## config.mk

```make
export PLATFORM = sky130hd
export DESIGN_NAME = extent_run_list_decoder
export DESIGN_NICKNAME = d
export VERILOG_FILES = /design/src/rtl/core/erld_pkg.sv /design/src/rtl/core/erld_decode.sv /design/src/rtl/core/erld_recs.sv /design/src/rtl/core/extent_run_list_decoder.sv
export SDC_FILE = /design/constraint.sdc
export NUM_CORES = 2
export LEC_CHECK = 0
export BUFFER_PORTS_ARGS = -buffer_cell sky130_fd_sc_hd__buf_2
export CAP_MARGIN = 20
export CORE_MARGIN = 3
export CORE_UTILIZATION = 40
export DETAILED_ROUTE_END_ITERATION = 8
export PLACE_DENSITY = 0.63
export SYNTH_ARGS = -nofsm -noshare
export SYNTH_HDL_FRONTEND = slang
export SYNTH_SLANG_ARGS = --single-unit
```

## constraint.sdc

```tcl
create_clock -name i_clk -period 46.8 [get_ports i_clk]
set_clock_uncertainty 0.05 [all_clocks]
set_input_delay 9.36 -clock i_clk [delete_from_list [all_inputs] [get_ports i_clk]]
set_output_delay 9.36 -clock i_clk [all_outputs]
set_load 0.02 [all_outputs]
```

## src/rtl/core/erld_pkg.sv

```systemverilog
// Shared types and constants for the extent run list decoder.
package erld_pkg;

    localparam int unsigned RECORD_BYTES    = 1024;
    localparam int unsigned RECORD_SHIFT    = $clog2(RECORD_BYTES);
    localparam int unsigned MAX_FIELD_BYTES = 8;
    localparam int unsigned BPC_W           = 22;
    localparam int unsigned WORD_W          = 64;
    localparam int unsigned HALF_W          = WORD_W / 2;
    localparam logic [BPC_W-1:0] BPC_RESET  = BPC_W'(4096);

    typedef enum logic [1:0] {
        KIND_RUN       = 2'd0,
        KIND_END       = 2'd1,
        KIND_MALFORMED = 2'd2
    } t_kind;

    typedef struct packed {
        t_kind             kind;
        logic [WORD_W-1:0] run_length;
        logic [WORD_W-1:0] start_cluster;
    } t_run_res;

endpackage

```

## src/rtl/core/erld_decode.sv

```systemverilog
// Input register, run list parser state and decoded run register.
module erld_decode (
    input  logic               i_clk,
    input  logic               i_rst_n,
    input  logic               i_valid,
    output logic               o_ready,
    input  logic [7:0]         i_byte,
    input  logic               i_start,
    output logic               o_res_valid,
    input  logic               i_res_ready,
    output erld_pkg::t_run_res o_res
);
    import erld_pkg::*;

    typedef enum logic [1:0] {
        PH_HEADER = 2'd0,
        PH_LENGTH = 2'd1,
        PH_DELTA  = 2'd2
    } t_phase;

    logic              r_in_valid;
    logic [7:0]        r_in_byte;
    logic              r_in_start;

    t_phase            r_phase, n_phase;
    logic [3:0]        r_lw, n_lw;
    logic [3:0]        r_dw, n_dw;
    logic [3:0]        r_pos, n_pos;
    logic [WORD_W-1:0] r_len, n_len;
    logic [WORD_W-1:0] r_delta, n_delta;
    logic [WORD_W-1:0] r_cluster, n_cluster;
    logic              r_done, n_done;

    logic              r_res_valid;
    t_run_res          r_res;

    t_run_res          res;
    logic              produce;
    logic              s0_adv;
    logic              p1_ready;

    function automatic logic [WORD_W-1:0] sign_ext(input logic [WORD_W-1:0] v,
                                                   input logic [3:0] w);
        logic [WORD_W-1:0] r;
        begin
            r = v;
            case (w)
                4'd1: r = {{56{v[7]}},  v[7:0]};
                4'd2: r = {{48{v[15]}}, v[15:0]};
                4'd3: r = {{40{v[23]}}, v[23:0]};
                4'd4: r = {{32{v[31]}}, v[31:0]};
                4'd5: r = {{24{v[39]}}, v[39:0]};
                4'd6: r = {{16{v[47]}}, v[47:0]};
                4'd7: r = {{8{v[55]}},  v[55:0]};
                default: r = v;
            endcase
            return r;
        end
    endfunction

    always_comb begin
        logic [WORD_W-1:0] base;
        logic [WORD_W-1:0] shifted;
        logic [WORD_W-1:0] fin_len;
        logic [WORD_W-1:0] fin_delta;
        logic              fin;
        t_phase            eff_phase;
        logic              eff_done;

        // A list start clears the running cluster before the byte is parsed.
        base      = r_in_start ? '0 : r_cluster;
        eff_phase = r_in_start ? PH_HEADER : r_phase;
        eff_done  = r_in_start ? 1'b0 : r_done;
        shifted   = {56'd0, r_in_byte} << {r_pos[2:0], 3'b000};

        n_phase   = eff_phase;
        n_lw      = r_lw;
        n_dw      = r_dw;
        n_pos     = r_pos;
        n_len     = r_len;
        n_delta   = r_delta;
        n_cluster = base;
        n_done    = eff_done;
        fin       = 1'b0;
        fin_len   = r_len;
        fin_delta = r_delta;
        produce   = 1'b0;
        res       = '{kind: KIND_RUN, run_length: '0, start_cluster: '0};

        if (!eff_done) begin
            case (eff_phase)
                PH_LENGTH: begin
                    n_len = r_len | shifted;
                    n_pos = r_pos + 4'd1;
                    if (n_pos >= r_lw) begin
                        if (r_dw == 4'd0) begin
                            fin     = 1'b1;
                            fin_len = n_len;
                        end else begin
                            n_phase = PH_DELTA;
                            n_pos   = 4'd0;
                        end
                    end
                end
                PH_DELTA: begin
                    n_delta = r_delta | shifted;
                    n_pos   = r_pos + 4'd1;
                    if (n_pos >= r_dw) begin
                        fin       = 1'b1;
                        fin_delta = n_delta;
                    end
                end
                default: begin
                    if (r_in_byte[3:0] == 4'd0) begin
                        n_done   = 1'b1;
                        produce  = 1'b1;
                        res.kind = KIND_END;
                    end else if ((32'(r_in_byte[3:0]) > MAX_FIELD_BYTES) ||
                                 (32'(r_in_byte[7:4]) > MAX_FIELD_BYTES)) begin
                        n_done   = 1'b1;
                        produce  = 1'b1;
                        res.kind = KIND_MALFORMED;
                    end else begin
                        n_lw    = r_in_byte[3:0];
                        n_dw    = r_in_byte[7:4];
                        n_pos   = 4'd0;
                        n_len   = '0;
                        n_delta = '0;
                        n_phase = PH_LENGTH;
                    end
                end
            endcase
        end

        if (fin) begin
            n_cluster         = base + sign_ext(fin_delta, r_dw);
            n_phase           = PH_HEADER;
            produce           = 1'b1;
            res.run_length    = fin_len;
            res.start_cluster = n_cluster;
        end
    end

    assign p1_ready    = !r_res_valid || i_res_ready;
    assign s0_adv      = r_in_valid && (!produce || p1_ready);
    assign o_ready     = !r_in_valid || s0_adv;
    assign o_res_valid = r_res_valid;
    assign o_res       = r_res;

    always_ff @(posedge i_clk) begin
        if (!i_rst_n) begin
            r_in_valid  <= 1'b0;
            r_res_valid <= 1'b0;
            r_phase     <= PH_HEADER;
            r_lw        <= '0;
            r_dw        <= '0;
            r_pos       <= '0;
            r_len       <= '0;
            r_delta     <= '0;
            r_cluster   <= '0;
            r_done      <= 1'b0;
        end else begin
            if (o_ready) begin
                r_in_valid <= i_valid;
            end
            if (s0_adv) begin
                r_phase   <= n_phase;
                r_lw      <= n_lw;
                r_dw      <= n_dw;
                r_pos     <= n_pos;
                r_len     <= n_len;
                r_delta   <= n_delta;
                r_cluster <= n_cluster;
                r_done    <= n_done;
            end
            if (s0_adv && produce) begin
                r_res_valid <= 1'b1;
            end else if (i_res_ready) begin
                r_res_valid <= 1'b0;
            end
        end
    end

    always_ff @(posedge i_clk) begin
        if (o_ready && i_valid) begin
            r_in_byte  <= i_byte;
            r_in_start <= i_start;
        end
        if (s0_adv && produce) begin
            r_res <= res;
        end
    end

endmodule

```

## src/rtl/core/erld_recs.sv

```systemverilog
// Record count: split 64 by 22 bit product, then sum, shift and output register.
module erld_recs (
    input  logic                          i_clk,
    input  logic                          i_rst_n,
    input  logic [erld_pkg::BPC_W-1:0]    i_bpc,
    input  logic                          i_valid,
    output logic                          o_ready,
    input  erld_pkg::t_run_res            i_res,
    output logic                          o_valid,
    input  logic                          i_ready,
    output logic [1:0]                    o_kind,
    output logic [3*erld_pkg::WORD_W-1:0] o_data
);
    import erld_pkg::*;

    localparam int unsigned LO_W = HALF_W + BPC_W;

    logic              r_p2_valid;
    t_run_res          r_p2_res;
    logic [LO_W-1:0]   r_prod_lo;
    logic [HALF_W-1:0] r_prod_hi;

    logic              r_out_valid;
    logic [1:0]        r_out_kind;
    logic [WORD_W-1:0] r_out_len;
    logic [WORD_W-1:0] r_out_start;
    logic [WORD_W-1:0] r_out_recs;

    logic              out_ready;
    logic              p2_ready;
    logic [LO_W-1:0]   prod_lo;
    logic [LO_W-1:0]   prod_hi_full;
    logic [WORD_W-1:0] prod_sum;

    assign out_ready = !r_out_valid || i_ready;
    assign p2_ready  = !r_p2_valid || out_ready;
    assign o_ready   = p2_ready;

    // Each half of the length is multiplied separately; only the low word of
    // the upper partial product survives the wrap at 64 bits.
    assign prod_lo      = LO_W'(i_res.run_length[HALF_W-1:0]) * LO_W'(i_bpc);
    assign prod_hi_full = LO_W'(i_res.run_length[WORD_W-1:HALF_W]) * LO_W'(i_bpc);
    assign prod_sum     = WORD_W'(r_prod_lo) + {r_prod_hi, {HALF_W{1'b0}}};

    always_ff @(posedge i_clk) begin
        if (!i_rst_n) begin
            r_p2_valid  <= 1'b0;
            r_out_valid <= 1'b0;
        end else begin
            if (p2_ready) begin
                r_p2_valid <= i_valid;
            end
            if (out_ready) begin
                r_out_valid <= r_p2_valid;
            end
        end
    end

    always_ff @(posedge i_clk) begin
        if (p2_ready && i_valid) begin
            r_p2_res  <= i_res;
            r_prod_lo <= prod_lo;
            r_prod_hi <= prod_hi_full[HALF_W-1:0];
        end
        if (out_ready && r_p2_valid) begin
            r_out_kind  <= r_p2_res.kind;
            r_out_len   <= r_p2_res.run_length;
            r_out_start <= r_p2_res.start_cluster;
            r_out_recs  <= prod_sum >> RECORD_SHIFT;
        end
    end

    assign o_valid = r_out_valid;
    assign o_kind  = r_out_kind;
    assign o_data  = {r_out_recs, r_out_start, r_out_len};

endmodule

```

## src/rtl/core/extent_run_list_decoder.sv

```systemverilog
// Top level of the extent run list decoder: config register and stream pipeline.
//
//   channel   dir  payload                                     beat
//   s_axis    in   tdata[7:0] byte, tuser[0] list start        one run list byte
//   m_axis    out  tdata run/start/records, tuser[1:0] kind    one decoded run
//   cfg       in   i_cfg_wdata[21:0] bytes per cluster         one register write
//
// One byte is taken every cycle unless an m_axis stall backs up to s_axis; a run
// that ends on a byte reaches m_axis through the input register, then the parser,
// product and sum registers.
// Reset is synchronous and active low; it sets bytes per cluster to 4096.
// Stalls on m_axis back up stage by stage, so empty stages keep s_axis open.
module extent_run_list_decoder (
    input  logic                          i_clk,
    input  logic                          i_rst_n,
    input  logic                          i_cfg_we,
    input  logic [erld_pkg::BPC_W-1:0]    i_cfg_wdata,
    input  logic                          s_axis_tvalid,
    output logic                          s_axis_tready,
    input  logic [7:0]                    s_axis_tdata,  // [7:0] in_byte
    input  logic [0:0]                    s_axis_tuser,  // [0] list_start
    output logic                          m_axis_tvalid,
    input  logic                          m_axis_tready,
    // [63:0] run_length, [127:64] start_cluster, [191:128] record_count
    output logic [3*erld_pkg::WORD_W-1:0] m_axis_tdata,
    output logic [1:0]                    m_axis_tuser   // [1:0] kind
);
    import erld_pkg::*;

    logic [BPC_W-1:0] r_bpc;
    logic             run_valid;
    logic             run_ready;
    t_run_res         run_res;

    always_ff @(posedge i_clk) begin
        if (!i_rst_n) begin
            r_bpc <= BPC_RESET;
        end else if (i_cfg_we) begin
            r_bpc <= i_cfg_wdata;
        end
    end

    erld_decode u_decode (
        .i_clk       (i_clk),
        .i_rst_n     (i_rst_n),
        .i_valid     (s_axis_tvalid),
        .o_ready     (s_axis_tready),
        .i_byte      (s_axis_tdata),
        .i_start     (s_axis_tuser[0]),
        .o_res_valid (run_valid),
        .i_res_ready (run_ready),
        .o_res       (run_res)
    );

    erld_recs u_recs (
        .i_clk   (i_clk),
        .i_rst_n (i_rst_n),
        .i_bpc   (r_bpc),
        .i_valid (run_valid),
        .o_ready (run_ready),
        .i_res   (run_res),
        .o_valid (m_axis_tvalid),
        .i_ready (m_axis_tready),
        .o_kind  (m_axis_tuser),
        .o_data  (m_axis_tdata)
    );

endmodule

```

Yosys cells after proc, flatten, opt, wreduce, memory -nomap -nowiden. Cells that the tools add are included.

Bits in registers: 772. Logic and storage cells: 131. Input port bits: 36. Output and inout port bits: 196.

Equality and inequality tests: 15. Shift operators: 1. Add/sub/neg operators: 3. Reductions and logical operators: 26. $mul: 2. Bitwise operators: 8. Magnitude comparators: 4. Multiplexer cells: 44.

Operator list (count): $mux W64 (12); $pmux W64 S7 (1); $pmux W64 S2 (2); $or A64 B64 Y64 (2); $add A54 B64 Y64 (1); $add A64 B64 Y64 (1); $shl A8 B6 Y64 (1); $mul A32 B22 Y54 (1); $mul A32 B22 Y32 (1); $eq A4 B3 Y1 const B (4); $mux W2 (8); $mux W4 (4); $reduce_and A5 Y1 (3); $mux W1 (14); $eq A4 B2 Y1 const B (2); $ge A4 B4 Y1 (2); $gt A4 B4 Y1 const B (2); $logic_not A4 Y1 (2); $ne A2 B2 Y1 const B (4); $pmux W4 S2 (1); $logic_or A1 B1 Y1 (6); $ne A3 B3 Y1 const B (2); $not A1 Y1 (6); $logic_and A1 B1 Y1 (5); 12 further kinds (16).

Depth between registers and ports, before layout.
Word-level depth: 12. Gate-level depth with buffers: 28. Mapped depth without buffers: 26.

By module. From an unflattened synthesis, not the netlist that was laid out.

Cells, all modules: 6735. Area, all modules: 67492.2 µm².

Modules (own cells, without submodules): erld_recs (seq. area each 11751.3 µm², area each 48659.2 µm², instances 1, cells an instance 4681); erld_decode (seq. area each 8358.0 µm², area each 17978.5 µm², instances 1, cells an instance 1983); extent_run_list_decoder (seq. area each 440.4 µm², area each 854.6 µm², instances 1, cells an instance 71).

Worst setup path before layout. Ideal clock, no wire load.

Path type: input -> register. Start: in m_axis_tready. End: reg u_recs.r_p2_res[0] (netlist bit), enable pin. Library setup time: 1.088 ns. Data arrival time: 24.276 ns. Stages on the path: 2. Path buffers: 0. Path slack: 21.386 ns. Required time: 45.662 ns. Cells stage by stage: nor2b_1 -> a21boi_0.

Cells in the longest elaborated chain, start to end: 3.

RTL lines: from (decl) (RTL line extent_run_list_decoder.sv:23) `input logic m_axis_tready,`; $logic_or A1 B1 Y1 (RTL line erld_recs.sv:35) `assign out_ready = !r_out_valid || i_ready;`; $logic_or A1 B1 Y1 (RTL line erld_recs.sv:36) `assign p2_ready = !r_p2_valid || out_ready;`; $logic_and A1 B1 Y1 (RTL line erld_recs.sv:60) `if (p2_ready && i_valid) begin`; to (signal assigned) (RTL line erld_recs.sv:61) `r_p2_res <= i_res;`; to (decl) (RTL line erld_recs.sv:19) `t_run_res r_p2_res;`.

Every way passes these cells. A chain may end at the register's enable or synchronous reset.

Worst setup path in the final report.
Start: in m_axis_tready. End: out s_axis_tready.

Cells in the longest elaborated chain, start to end: 6.

RTL lines: $logic_or A1 B1 Y1 (RTL line erld_recs.sv:35); $logic_or A1 B1 Y1 (RTL line erld_recs.sv:36); $logic_or A1 B1 Y1 (RTL line erld_decode.sv:144) `assign p1_ready = !r_res_valid || i_res_ready;`; $logic_or A1 B1 Y1 (RTL line erld_decode.sv:145) `assign s0_adv = r_in_valid && (!produce || p1_ready);`; $logic_and A1 B1 Y1 (RTL line erld_decode.sv:145); $logic_or A1 B1 Y1 (RTL line erld_decode.sv:146) `assign o_ready = !r_in_valid || s0_adv;`; to (decl) (RTL line extent_run_list_decoder.sv:19) `output logic s_axis_tready,`.

Every way passes these cells.

==> results_dict.tcl <==
set metrics [dict create \
    fmax_mhz 48.61 \
    post-route-min-period_ns 20.57 \
    hp-start "u_recs.r_p2_res[83]" \
    synthTopCellsByArea "fa_1 (29%), edfxtp_1 (24%), dfxtp_1 (7.0%)" \
    fillers 15570 \
    async_flop_share_pct 0 \
    clockBufferDepth 3 \
    die_w_um 413.3 \
    synth_compound_area_share_pct 7.909 \
    startpoint_type "input pin" \
    fin_cells 8861 \
    finalHoldViolations 0 \
    placed_cells 8695 \
    syn_to_final_growth_pct 9.299 \
    timing.hold.ws_ns 0.3436 \
    clock_sinks 762 \
    r2r_cells 24 \
    core-area_mm2 0.1637 \
    crit_fanout 5 \
    hpwlAfterDp_mm 129.4 \
    synth.avg_cell_area_um2 10.11 \
    power_mw 2.562 \
    insertion_delay_ns 0.72 \
    fin_tns_setup_ns 0 \
    fin_nets 7964 \
    cts_hold_buf 0 \
    path_clk_slew_ns 0.06 \
    maxSlewViolCount 0 \
    htreeDepth 3 \
    maxCapViolations 0 \
    outcome "finished clean" \
    ir_drop_mv 0.04116 \
    yosysTopAreaCell "fa_1" \
    synth_fa_ha_area_share_pct 35.83 \
    yosys.area_share.xor_xnor_pct 2.534 \
    ys_ff_latch 762 \
    ff_latch_area_mm2 0.02057 \
    synth-simple-area-share_pct 14.40 \
    syn_area_mm2 0.06636 \
    cts_root_buf "clkbuf_16" \
    ys_seq_area_share_pct 30.97 \
    grt_max_degree 83 \
    syn_inst 6567 \
    setup_viol 0 \
    powerDensity_mw_per_mm2 35.32 \
    worst_slack_ns 26.23 \
    avgRoutedWirePerCell_um 20.30 \
    drc 0 \
    vias 46450 \
    synth_enable_flop_cells 529 \
    synth_top_family_by_area "adder cells" \
    max_slew_margin_pct 25.25 \
    critPathKind "input pin to output port" \
    ant_nets 0 \
    dr.pass1.iters 5 \
    synth-main-ff-cell "edfxtp_1" \
    endpoint_kind "output port" \
    startpoint "m_axis_tready" \
    leakagePower_nw 31.06 \
    cts_resized 0 \
    placedInstanceArea_mm2 0.06960 \
    rr_startpoint "r_bpc[1]" \
    place_ws_ns 26.22 \
    rsz0062_at_grt "false" \
    viasPerCell 5.242 \
    worstPathRequired_ns 37.39 \
    grt_pass1_wl_mm 282.9 \
    min_path_cells 0 \
    grt_use_total_pct 21.43 \
    synth_cell_types 83 \
    wirelength_mm 179.9 \
    cts-buffers-inserted 87 \
    ios 232 \
    antenna_found_initial 6 \
    cp.arrival_ns 11.16 \
    drtIter0Drc 3527 \
    place_congestion 0.9088 \
    post-route-util_pct 44.31 \
    port_buffers 221 \
    tightestPinTransition_ns 1.121 \
    grt_pass1_vias 49020 \
    post_cts_buffers 0 \
    num_rows 148 \
    hold_class "flop to flop" \
    die_height_um 413.3 \
    fin_crit_sh_pct 43.95 \
    die_area_mm2 0.1708 \
    cts_tree "done" \
    grt_overflow_total 0 \
    stdcell_area_mm2 0.07253 \
    yosysWarnings 0 \
    drive_gt1_share_pct 7.510 \
    multi_input_area_mm2 0.04070 \
    yosys.area.top_type_share_pct 29.29 \
    synthMuxAreaShare_pct 0.4978 \
    initial_core_util_pct 40.54 \
]
[cell type report]
| cell class | instances | share of cell area (%) |
|---|---|---|
| Antenna cell | 2 | 0.006900 |
| Timing Repair Buffer | 321 | 2.588 |
| Multi-Input combinational cell | 4437 | 56.11 |
| Clock inverter | 58 | 0.8315 |
| Sequential cell | 762 | 28.37 |
| Inverter | 1001 | 5.180 |
| Tap cell | 2175 | 3.752 |
| Clock buffer | 105 | 3.165 |
[worst paths after layout]
path | to | slack, ns
setup / recovery | s_axis_tready | 26.23
hold / removal | u_recs.r_out_len[19] | 0.34
setup reg to reg | u_recs.r_prod_lo[53] | 37.65
hold reg to reg | u_recs.r_out_len[19] | 0.34
[cell families (layout without fill, tap and decap cells)]
| family | after synthesis | in the layout |
|---|---|---|
| AND/OR/NAND/NOR | 2038 | 2038 |
| buffers and inverters | 1377 | 1485 |
| adder cells (fa/ha/maj) | 1318 | 1318 |
| AO/OA/AOI/OAI | 846 | 846 |
| flip-flops | 762 | 762 |
| XOR/XNOR | 192 | 192 |
| multiplexers | 33 | 33 |
| other | 1 | 12 |
[flip-flops by register name (all words and copies together) (netlist names), 54 cells and up]
| name | count |
|---|---|
| u_recs.r_out_start | 64 |
| u_decode.r_cluster | 64 |
| u_recs.r_out_recs | 54 |
| u_recs.r_p2_res | 130 |
| u_decode.r_len | 64 |
| u_recs.r_out_len | 64 |
| u_decode.o_res | 130 |
| u_decode.r_delta | 64 |
[placed cells by master, fill, tap and decap left out, types with 11 or more instances in the layout]
cell type  netlist  layout
inv_1         1001    1001
fa_1           971     971
nand2_1        877     876
edfxtp_1       529     529
and2_1         459     458
nor2_1         383     382
a21oi_1        365     365
ha_1           347     347
buf_2            5     221
dfxtp_1        233     219
xnor2_1        139     139
nor2b_1        140     139
o21ai_0        112     112
buf_4           10      99
clkbuf_16        0      88
a21o_1          79      79
xor2_1          53      53
nor3_1          38      36
a31oi_1         35      35
a22oi_1         34      34
mux2i_1         33      33
nand3_1         28      28
nand4_1         28      28
nand2b_1        27      27
o21bai_1        27      27
and3_1          23      23
a211oi_1        23      23
o21a_1          23      23
a22o_1          23      23
o21ai_1         20      20
clkinv_1         0      14
clkbuf_1       350      14
o211ai_1        12      12
clkinv_2         0      12
dfxtp_2          0      11
[synth_stat cells (6+ instances only)]
master and instances:
nand3_1 28, o21bai_1 27, dfxtp_1 233, o21ai_1 20
o31a_1 6, and3_1 23, xnor2_1 139, a211oi_1 23
inv_1 1001, buf_4 10, buf_1 11, a31oi_1 35
fa_1 971, o211ai_1 12, nor4_1 9, clkbuf_1 350
nand2_1 877, xor2_1 53, a21oi_1 365, and2_1 459
edfxtp_1 529, ha_1 347, a22oi_1 34, nor3_1 38
a311oi_1 10, a21boi_0 11, a21o_1 79, a22o_1 23
mux2i_1 33, nor2_1 383, nor2b_1 140, o21a_1 23
nand4_1 28, nand2b_1 27, o21ai_0 112
[power by group]
group	total, mW	internal, mW	switching (mW)
logic	1.06	0.427	0.630
registers	0.817	0.797	0.0200
clock network	0.689	0.389	0.300
[routing by layer]
layer	vias to the layer above	track usage, %	wire (um)
met5	-	0	0
met1	23730	29.17	77210
met2	1610	34.91	83550
li1	20810	-	-
met3	301	3.674	13520
met4	0	6.788	5594
[worst max-delay path, cell delays in order]
cell,delay (ns)
buf_2,0.11
nor2b_1,0.44
and3_1,0.35
and2_1,0.17
o21ai_0,0.10
or3_1,0.42
buf_2,0.20
Power figures use the tool's default switching activity.
